===== config.mk =====
export PLATFORM = sky130hd
export DESIGN_NAME = ps2_mouse_packet_tracker
export DESIGN_NICKNAME = d
export VERILOG_FILES = /design/src/rtl/pmpt_pkg.sv /design/src/rtl/pmpt_front.sv /design/src/rtl/pmpt_queue.sv /design/src/rtl/pmpt_back.sv /design/src/rtl/ps2_mouse_packet_tracker.sv
export VERILOG_INCLUDE_DIRS = /design/src /design/src/rtl
export SDC_FILE = /design/constraint.sdc
export NUM_CORES = 1
export LEC_CHECK = 0
export CAP_MARGIN = 0
export CORE_MARGIN = 10
export CORE_UTILIZATION = 58
export DETAILED_ROUTE_END_ITERATION = 10
export DONT_BUFFER_PORTS = 1
export PLACE_DENSITY = 0.76
export SLEW_MARGIN = 20
export SYNTH_ARGS = -nofsm -noshare
export SYNTH_HDL_FRONTEND = slang
export SYNTH_SLANG_ARGS = --single-unit

===== constraint.sdc =====
create_clock -name clk -period 4.7 [get_ports clk]
set_clock_uncertainty 0.05 [all_clocks]
set_input_delay 1.41 -clock clk [delete_from_list [all_inputs] [get_ports clk]]
set_output_delay 1.41 -clock clk [all_outputs]
set_load 0.02 [all_outputs]

===== src/rtl/ps2_mouse_packet_tracker_assert.svh =====
// Assertion macros for the PS/2 mouse packet tracker.
// Expects signals named clk and rst in the scope where they are used.
`ifndef PS2_MOUSE_PACKET_TRACKER_ASSERT_SVH
`define PS2_MOUSE_PACKET_TRACKER_ASSERT_SVH

// Same-cycle implication, disabled during reset
`define PMPT_ASSERT_IMPLY(label, ante, cons) \
  label: assert property (@(posedge clk) disable iff (rst) (ante) |-> (cons)) \
    else $error("pmpt: same-cycle check failed");

// Next-cycle implication, disabled during reset
`define PMPT_ASSERT_NEXT(label, ante, cons) \
  label: assert property (@(posedge clk) disable iff (rst) (ante) |=> (cons)) \
    else $error("pmpt: next-cycle check failed");

`endif


===== src/rtl/pmpt_pkg.sv =====
// Shared types and constants for the PS/2 mouse packet tracker.
// No dependencies.
`default_nettype none

package pmpt_pkg;

  // Position of the sync bit in the flags byte
  localparam int unsigned SYNC_BIT = 3;

  // Cursor footprint subtracted from the screen size
  localparam logic [4:0] SPRITE_W = 5'd11;
  localparam logic [4:0] SPRITE_H = 5'd16;

  // Reset positions: center of the default screen
  localparam logic [15:0] CURSOR_X_RESET = 16'd512;
  localparam logic [15:0] CURSOR_Y_RESET = 16'd384;

  // Register reset values
  localparam logic [13:0] SCREEN_W_RESET = 14'd1024;
  localparam logic [13:0] SCREEN_H_RESET = 14'd768;

  // Register indexes
  localparam logic [1:0] REG_SCREEN_WIDTH  = 2'd0;
  localparam logic [1:0] REG_SCREEN_HEIGHT = 2'd1;
  localparam logic [1:0] REG_CLAMP_ENABLE  = 2'd2;

  // Byte phase codes; code 3 is treated as the flags phase
  localparam logic [1:0] PHASE_FLAGS = 2'd0;
  localparam logic [1:0] PHASE_DX    = 2'd1;
  localparam logic [1:0] PHASE_DY    = 2'd2;

  // One complete packet as it travels through the queue
  typedef struct packed {
    logic [2:0] buttons;
    logic [7:0] dx;
    logic [7:0] dy;
  } packet_t;

  // Queue status seen by both sides
  typedef struct packed {
    logic full;
    logic empty;
  } queue_stat_t;

  // Live configuration
  typedef struct packed {
    logic [13:0] screen_width;
    logic [13:0] screen_height;
    logic        clamp_enable;
  } cfg_t;

endpackage

`default_nettype wire


===== src/rtl/pmpt_front.sv =====
// Front end: takes mouse bytes, keeps packet sync, pushes full packets.
// Depends on pmpt_pkg.
`default_nettype none

module pmpt_front
  import pmpt_pkg::*;
(
  input  wire logic        clk,
  input  wire logic        rst,
  input  wire logic        in_valid,
  output logic             in_ready,
  input  wire logic [7:0]  rx_byte,
  input  wire queue_stat_t q_stat,
  output logic             push,
  output packet_t          push_pkt
);

  logic [1:0] phase;
  logic [1:0] phase_next;
  logic [7:0] flags_byte;
  logic [7:0] delta_x_byte;
  logic       accept;

  // Only the last byte of a packet needs queue space
  assign in_ready = (phase != PHASE_DY) || !q_stat.full;
  assign accept   = in_valid && in_ready;
  assign push     = accept && (phase == PHASE_DY);

  assign push_pkt.buttons = flags_byte[2:0];
  assign push_pkt.dx      = delta_x_byte;
  assign push_pkt.dy      = rx_byte;

  // Phase sequencing; a first byte without the sync bit is dropped
  always_comb begin
    unique case (phase)
      PHASE_DX: phase_next = PHASE_DY;
      PHASE_DY: phase_next = PHASE_FLAGS;
      default:  phase_next = rx_byte[SYNC_BIT] ? PHASE_DX : PHASE_FLAGS;
    endcase
  end

  always_ff @(posedge clk) begin
    if (rst) begin
      phase <= PHASE_FLAGS;
    end else if (accept) begin
      phase <= phase_next;
    end
  end

  // Byte capture
  always_ff @(posedge clk) begin
    if (accept && (phase == PHASE_DX)) begin
      delta_x_byte <= rx_byte;
    end
    if (accept && (phase != PHASE_DX) && (phase != PHASE_DY) && rx_byte[SYNC_BIT]) begin
      flags_byte <= rx_byte;
    end
  end

endmodule

`default_nettype wire


===== src/rtl/pmpt_queue.sv =====
// Short packet queue between the front end and the position back end.
// Depends on pmpt_pkg.
`default_nettype none

module pmpt_queue
  import pmpt_pkg::*;
#(
  parameter int unsigned DEPTH = 2
) (
  input  wire logic    clk,
  input  wire logic    rst,
  input  wire logic    push,
  input  wire packet_t push_pkt,
  input  wire logic    pop,
  output packet_t      head,
  output queue_stat_t  stat
);

  localparam int unsigned PTR_W = (DEPTH > 1) ? $clog2(DEPTH) : 1;
  localparam int unsigned CNT_W = $clog2(DEPTH + 1);
  localparam logic [PTR_W-1:0] LAST = PTR_W'(DEPTH - 1);

  packet_t            slots [DEPTH];
  logic [PTR_W-1:0]   wr_ptr;
  logic [PTR_W-1:0]   rd_ptr;
  logic [CNT_W-1:0]   count;

  assign stat.full  = (count == CNT_W'(DEPTH));
  assign stat.empty = (count == '0);
  assign head       = slots[rd_ptr];

  // Pointers and fill count
  always_ff @(posedge clk) begin
    if (rst) begin
      wr_ptr <= '0;
      rd_ptr <= '0;
      count  <= '0;
    end else begin
      if (push) begin
        wr_ptr <= (wr_ptr == LAST) ? '0 : wr_ptr + 1'b1;
      end
      if (pop) begin
        rd_ptr <= (rd_ptr == LAST) ? '0 : rd_ptr + 1'b1;
      end
      if (push && !pop) begin
        count <= count + 1'b1;
      end else if (pop && !push) begin
        count <= count - 1'b1;
      end
    end
  end

  // Storage
  always_ff @(posedge clk) begin
    if (push) begin
      slots[wr_ptr] <= push_pkt;
    end
  end

endmodule

`default_nettype wire


===== src/rtl/pmpt_back.sv =====
// Back end: applies packet deltas to the cursor, clamps, holds the result.
// Depends on pmpt_pkg.
`default_nettype none

module pmpt_back
  import pmpt_pkg::*;
(
  input  wire logic        clk,
  input  wire logic        rst,
  input  wire cfg_t        cfg,
  input  wire queue_stat_t q_stat,
  input  wire packet_t     head,
  output logic             pop,
  output logic             out_valid,
  input  wire logic        out_ready,
  output logic [15:0]      pos_x,
  output logic [15:0]      pos_y,
  output logic [2:0]       buttons
);

  logic signed [17:0] x_sum;
  logic signed [17:0] y_sum;
  logic [15:0]        x_next;
  logic [15:0]        y_next;

  // Clamp to [0, hi]; hi is screen minus cursor when clamping, else 65535
  function automatic logic [15:0] limit_pos(logic signed [17:0] p, logic [13:0] screen,
                                            logic [4:0] cur, logic clamp);
    logic signed [17:0] hi;
    logic [15:0]        res;
    hi = clamp ? ($signed({4'b0, screen}) - $signed({13'b0, cur})) : 18'sd65535;
    if (hi < 0 || p < 0) begin
      res = '0;
    end else if (p > hi) begin
      res = hi[15:0];
    end else begin
      res = p[15:0];
    end
    return res;
  endfunction

  // Take a packet when the output register is free or being drained
  assign pop = !q_stat.empty && (!out_valid || out_ready);

  // X adds dx, Y subtracts dy (screen Y grows downward)
  assign x_sum  = $signed({2'b00, pos_x}) + $signed({{10{head.dx[7]}}, head.dx});
  assign y_sum  = $signed({2'b00, pos_y}) - $signed({{10{head.dy[7]}}, head.dy});
  assign x_next = limit_pos(x_sum, cfg.screen_width, SPRITE_W, cfg.clamp_enable);
  assign y_next = limit_pos(y_sum, cfg.screen_height, SPRITE_H, cfg.clamp_enable);

  // Cursor position doubles as the output register
  always_ff @(posedge clk) begin
    if (rst) begin
      out_valid <= 1'b0;
      pos_x     <= CURSOR_X_RESET;
      pos_y     <= CURSOR_Y_RESET;
    end else begin
      if (pop) begin
        out_valid <= 1'b1;
        pos_x     <= x_next;
        pos_y     <= y_next;
      end else if (out_ready) begin
        out_valid <= 1'b0;
      end
    end
  end

  always_ff @(posedge clk) begin
    if (pop) begin
      buttons <= head.buttons;
    end
  end

endmodule

`default_nettype wire


===== src/rtl/ps2_mouse_packet_tracker.sv =====
// PS/2 mouse packet tracker: one byte per cycle in, one position word per packet out.
// Each word goes through the queue and then the output register after its third byte.
// A full queue stalls a third byte; else the queue decouples intake from output stalls.
// Reset: byte phase to flags, cursor to 512/384, screen 1024x768, clamp on, queue empty.
// Depends on pmpt_pkg, pmpt_front, pmpt_queue, pmpt_back and the assertion header.
`default_nettype none

module ps2_mouse_packet_tracker
  import pmpt_pkg::*;
#(
  parameter int unsigned QUEUE_DEPTH = 2
) (
  input  wire logic        clk,
  input  wire logic        rst,
  input  wire logic        cfg_write,
  input  wire logic [1:0]  cfg_index,
  input  wire logic [13:0] cfg_data,
  input  wire logic        in_valid,
  output logic             in_ready,
  input  wire logic [7:0]  rx_byte,
  output logic             out_valid,
  input  wire logic        out_ready,
  output logic [15:0]      pos_x,
  output logic [15:0]      pos_y,
  output logic [2:0]       buttons
);

  cfg_t        cfg;
  queue_stat_t q_stat;
  packet_t     push_pkt;
  packet_t     head;
  logic        push;
  logic        pop;

  // Configuration registers
  always_ff @(posedge clk) begin
    if (rst) begin
      cfg.screen_width  <= SCREEN_W_RESET;
      cfg.screen_height <= SCREEN_H_RESET;
      cfg.clamp_enable  <= 1'b1;
    end else if (cfg_write) begin
      unique case (cfg_index)
        REG_SCREEN_WIDTH:  cfg.screen_width  <= cfg_data;
        REG_SCREEN_HEIGHT: cfg.screen_height <= cfg_data;
        REG_CLAMP_ENABLE:  cfg.clamp_enable  <= cfg_data[0];
        default: ;
      endcase
    end
  end

  pmpt_front u_front (
    .clk      (clk),
    .rst      (rst),
    .in_valid (in_valid),
    .in_ready (in_ready),
    .rx_byte  (rx_byte),
    .q_stat   (q_stat),
    .push     (push),
    .push_pkt (push_pkt)
  );

  pmpt_queue #(
    .DEPTH (QUEUE_DEPTH)
  ) u_queue (
    .clk      (clk),
    .rst      (rst),
    .push     (push),
    .push_pkt (push_pkt),
    .pop      (pop),
    .head     (head),
    .stat     (q_stat)
  );

  pmpt_back u_back (
    .clk       (clk),
    .rst       (rst),
    .cfg       (cfg),
    .q_stat    (q_stat),
    .head      (head),
    .pop       (pop),
    .out_valid (out_valid),
    .out_ready (out_ready),
    .pos_x     (pos_x),
    .pos_y     (pos_y),
    .buttons   (buttons)
  );

  // Checks
  `include "ps2_mouse_packet_tracker_assert.svh"

  `PMPT_ASSERT_IMPLY(a_push_has_room, push, !q_stat.full)
  `PMPT_ASSERT_IMPLY(a_pop_has_data, pop, !q_stat.empty)
  `PMPT_ASSERT_NEXT(a_pop_loads_output, pop, out_valid)
  `PMPT_ASSERT_NEXT(a_pop_buttons, pop, buttons == $past(head.buttons))

endmodule

`default_nettype wire


==> flow_summary.json <==
{
  "status": "finished clean",
  "dpl-instance-area_mm2": 0.00776,
  "layout-drive-gt1-share_pct": 13.7,
  "tns_ns": 0,
  "netlist_area_mm2": 0.00751,
  "worst_slew_pin_slew_ns": 1.02,
  "start_util_pct": 59.3,
  "r2r_end": "u_back.pos_x[6]",
  "hold_viol_final": 0,
  "critPathArrivalTime_ns": 4.73,
  "top_layer": "met4",
  "hold_ws_ns": 0.390,
  "clkSinkCount": 121,
  "synth_top_cell_area_share_pct": 20.8,
  "wl_met1_um": 7820,
  "die_h_um": 134,
  "fmax_ghz": 0.221,
  "finish.utilization_pct": 67.8,
  "drc": 0,
  "dp_cells": 968,
  "layoutNonFillerInstCount": 1016,
  "period_needed_ns": 4.52,
  "path_clk_slew_ns": 0.06,
  "routed_wl_um": 18800,
  "dpl_worst_slack_ns": -0.0238,
  "post-route-period-util_pct": 96.2,
  "grt_use_total_pct": 20.4,
  "synth-xor-area-share_pct": 5.83,
  "yosysWarnings": 0,
  "reg2reg_depth": 19,
  "cts_htree_levels": 4,
  "clock_latency_ns": 0.42,
  "core-area_mm2": 0.0127,
  "synth_top_family_by_area": "compound AO/OA/AOI/OAI gates",
  "clockRootBuffer": "clkbuf_16",
  "yosysUniqueCellTypes": 68,
  "design_area_mm2": 0.00859,
  "grt_pass1_vias": 5989,
  "core.rowCount": 41,
  "synth_fa_ha_area_share_pct": 13.5,
  "drt_first_pass_iters": 6,
  "fillers": 974,
  "slew_viol_final": 0,
  "synth_enable_flop_cells": 52,
  "cts_buffers": 17,
  "power_frac_comb_pct": 49.9,
  "antenna_left": 0,
  "synth_top_area_cell": "edfxtp_1",
  "cts_tree": "yes",
  "drt-vias-per-instance": 5.98,
  "cts_buffer_depth": 2,
  "cap_violations": 0,
  "grt_max_degree": 45,
  "ir_worst_vdd_mv": 0.399,
  "min_path_type": "reg -> reg",
  "wl_met2_um": 9280,
  "critPathMaxFanout": 7,
  "diodes": 0,
  "intPower_mw": 3.17,
  "leakagePower_nw": 3.61,
  "crit_path_end": "u_back.pos_x[6]",
  "setup_violations": 0,
  "synth_area_leaders": "edfxtp_1, dfxtp_1, ha_1",
  "area_growth_pct": 14.3,
  "clockPowerShare_pct": 22.8,
  "rrSetupSlack_ns": 0.18,
  "postSynthAreaPerCell_um2": 9.29,
  "cp_data_required_time_ns": 4.91,
  "fin_ws_ns": 0.180,
  "path_class": "reg -> reg",
  "synth_compound_area_share_pct": 15.9,
  "slew_headroom_pct": 32.1,
  "yosys.area_share.simple_pct": 15.6,
  "seq_area_mm2": 0.00295,
  "switching_share_pct": 41.2,
  "power.density_mw_per_mm2": 627,
  "grt_pass1_wl_um": 29600,
  "synth-seq-cells": 121,
  "dpl.hpwl_um": 14000,
  "wl_met3_um": 1160,
  "routedWlPerCell_um": 18.5,
  "antenna_found_initial": 0,
  "pwr-share-seq_pct": 27.3,
  "power.total_mw": 5.39,
  "yosysSeqAreaShare_pct": 39.2,
  "num_io_pins": 66,
  "endpoint_kind": "flop",
  "final_nets": 940,
  "gp_congestion": 0.981,
  "synthFlopType": "dfxtp_1",
  "cp-start-kind": "flop",
  "die_w_um": 134,
  "synthArstFlopShare_pct": 0,
  "dieArea_mm2": 0.0179,
  "synth_mux_area_share_pct": 5.93,
  "synth_nets": 918,
  "port_buffers": 0,
  "drt-initial-drc-count": 334,
  "vias": 6075,
  "p_switching_mw": 2.22,
  "netlist_instances": 809,
  "multi_input_area_mm2": 0.00439,
  "overflow": 0
}
==> metal layers <==
metal  vias up  GRT usage (%)
met5         -              0
met4         0           8.89
met3        50           5.56
met2       179           34.9
met1      2909           23.4
li1       2937              -
==> cells in the final DEF (no fill, tap or decap), drive strengths merged, types with 31 or more instances in the layout <==
master / count
dfxtp: 69
nor2: 44
ha: 78
inv: 56
mux2i: 31
xnor2: 33
nand2: 124
a21oi: 59
o21ai: 46
edfxtp: 52
==> kinds of logic (layout without fill, tap and decap cells) <==
kind of cell | Yosys count | in the layout
flops | 121 | 121
buf+inv | 79 | 114
simple gates | 251 | 251
mux | 43 | 43
compound gates | 185 | 185
xor+xnor | 50 | 50
fa+ha+maj | 80 | 80
==> state kept, by name, indices dropped and copies added, names as in the netlist, named ones only <==
| name | flops |
|---|---|
| u_queue.count | 2 |
| u_back.pos_y | 16 |
| u_front.delta_x_byte | 8 |
| u_back.out_valid | 1 |
| u_queue.wr_ptr | 1 |
| u_front.phase | 2 |
| u_front.flags_byte | 3 |
| cfg | 29 |
| u_back.pos_x | 16 |
| u_queue.rd_ptr | 1 |
| u_queue.slots | 38 |
| u_back.buttons | 3 |
==> layout make-up <==
cell class	instances	area share [%]
clock buffer	19	5.04
clock inverter	13	1.38
inverter	52	2.27
multi-input combinational	609	51.1
sequential	121	34.3
tap	172	2.51
timing repair buffer	30	3.37
==> cells in the mapped netlist (3+ instances only) <==
cell type,n
nand3b_1,7
mux2i_1,31
o211ai_1,3
xor2_1,17
nand2_1,123
o21ai_0,29
nand2b_1,11
dfxtp_1,69
mux2_2,12
a31oi_1,4
o31a_1,3
clkbuf_1,24
nand4_1,10
ha_1,78
a21oi_1,58
edfxtp_1,52
or3_1,5
nor2b_1,8
o22ai_1,3
o21a_1,14
o21ai_1,16
and3_1,5
a211o_1,3
o31ai_1,5
nand3_1,7
nor4_1,6
a211oi_1,5
nor3_1,9
a21o_1,17
o2111ai_1,3
inv_1,51
a31o_2,4
xnor2_1,33
nor2_1,44
==> repair_timing <==
item	4_1_cts	5_1_grt
buffers inserted	0	14
endpoints found under the setup margin	5	32
pin swaps	0	20
gates cloned	0	2
gates resized for setup	1	31
hold buffers	0	0
==> worst min-delay path by stage <==
stage / slack (ns) / depth (start not counted) / end / startpoint
after floorplan: 0.37 / 0 / u_queue.slots[0][10] / u_front.delta_x_byte[2]
after global placement: 0.37 / 0 / u_queue.slots[1][18] / u_front.flags_byte[2]
after detailed placement: 0.38 / 0 / u_queue.slots[1][17] / u_front.flags_byte[1]
after CTS: 0.39 / 0 / u_queue.slots[1][17] / u_front.flags_byte[1]
after global routing: 0.40 / 0 / u_queue.slots[1][17] / u_front.flags_byte[1]
final: 0.39 / 0 / u_queue.slots[1][17] / u_front.flags_byte[1]
==> worst max-delay path, cell delays in order, from the launching register on <==
cell	delay (ns)
dfxtp_4	0.37
clkbuf_16	0.16
buf_4	0.13
mux2_2	0.37
ha_1	0.22
or3_1	0.46
o2111a_1	0.34
o211ai_1	0.27
nand2_1	0.10
a21o_1	0.21
xnor2_1	0.14
ha_1	0.34
nand4_1	0.17
nor3_2	0.20
nand4_1	0.11
o221a_2	0.15
nand2_4	0.13
buf_12	0.15
mux2i_1	0.20
o21ai_1	0.08
==> power by group through the flow <==
stage	clock [mW]	sequential [mW]	combinational, mW
final	1.23	1.47	2.69
after CTS	1.24	1.47	2.42
after global placement	0	1.48	2.32
after detailed placement	0	1.48	2.40
after floorplan	0	1.43	1.84
after global routing	1.29	1.49	2.95
Power figures use the tool's default switching activity.
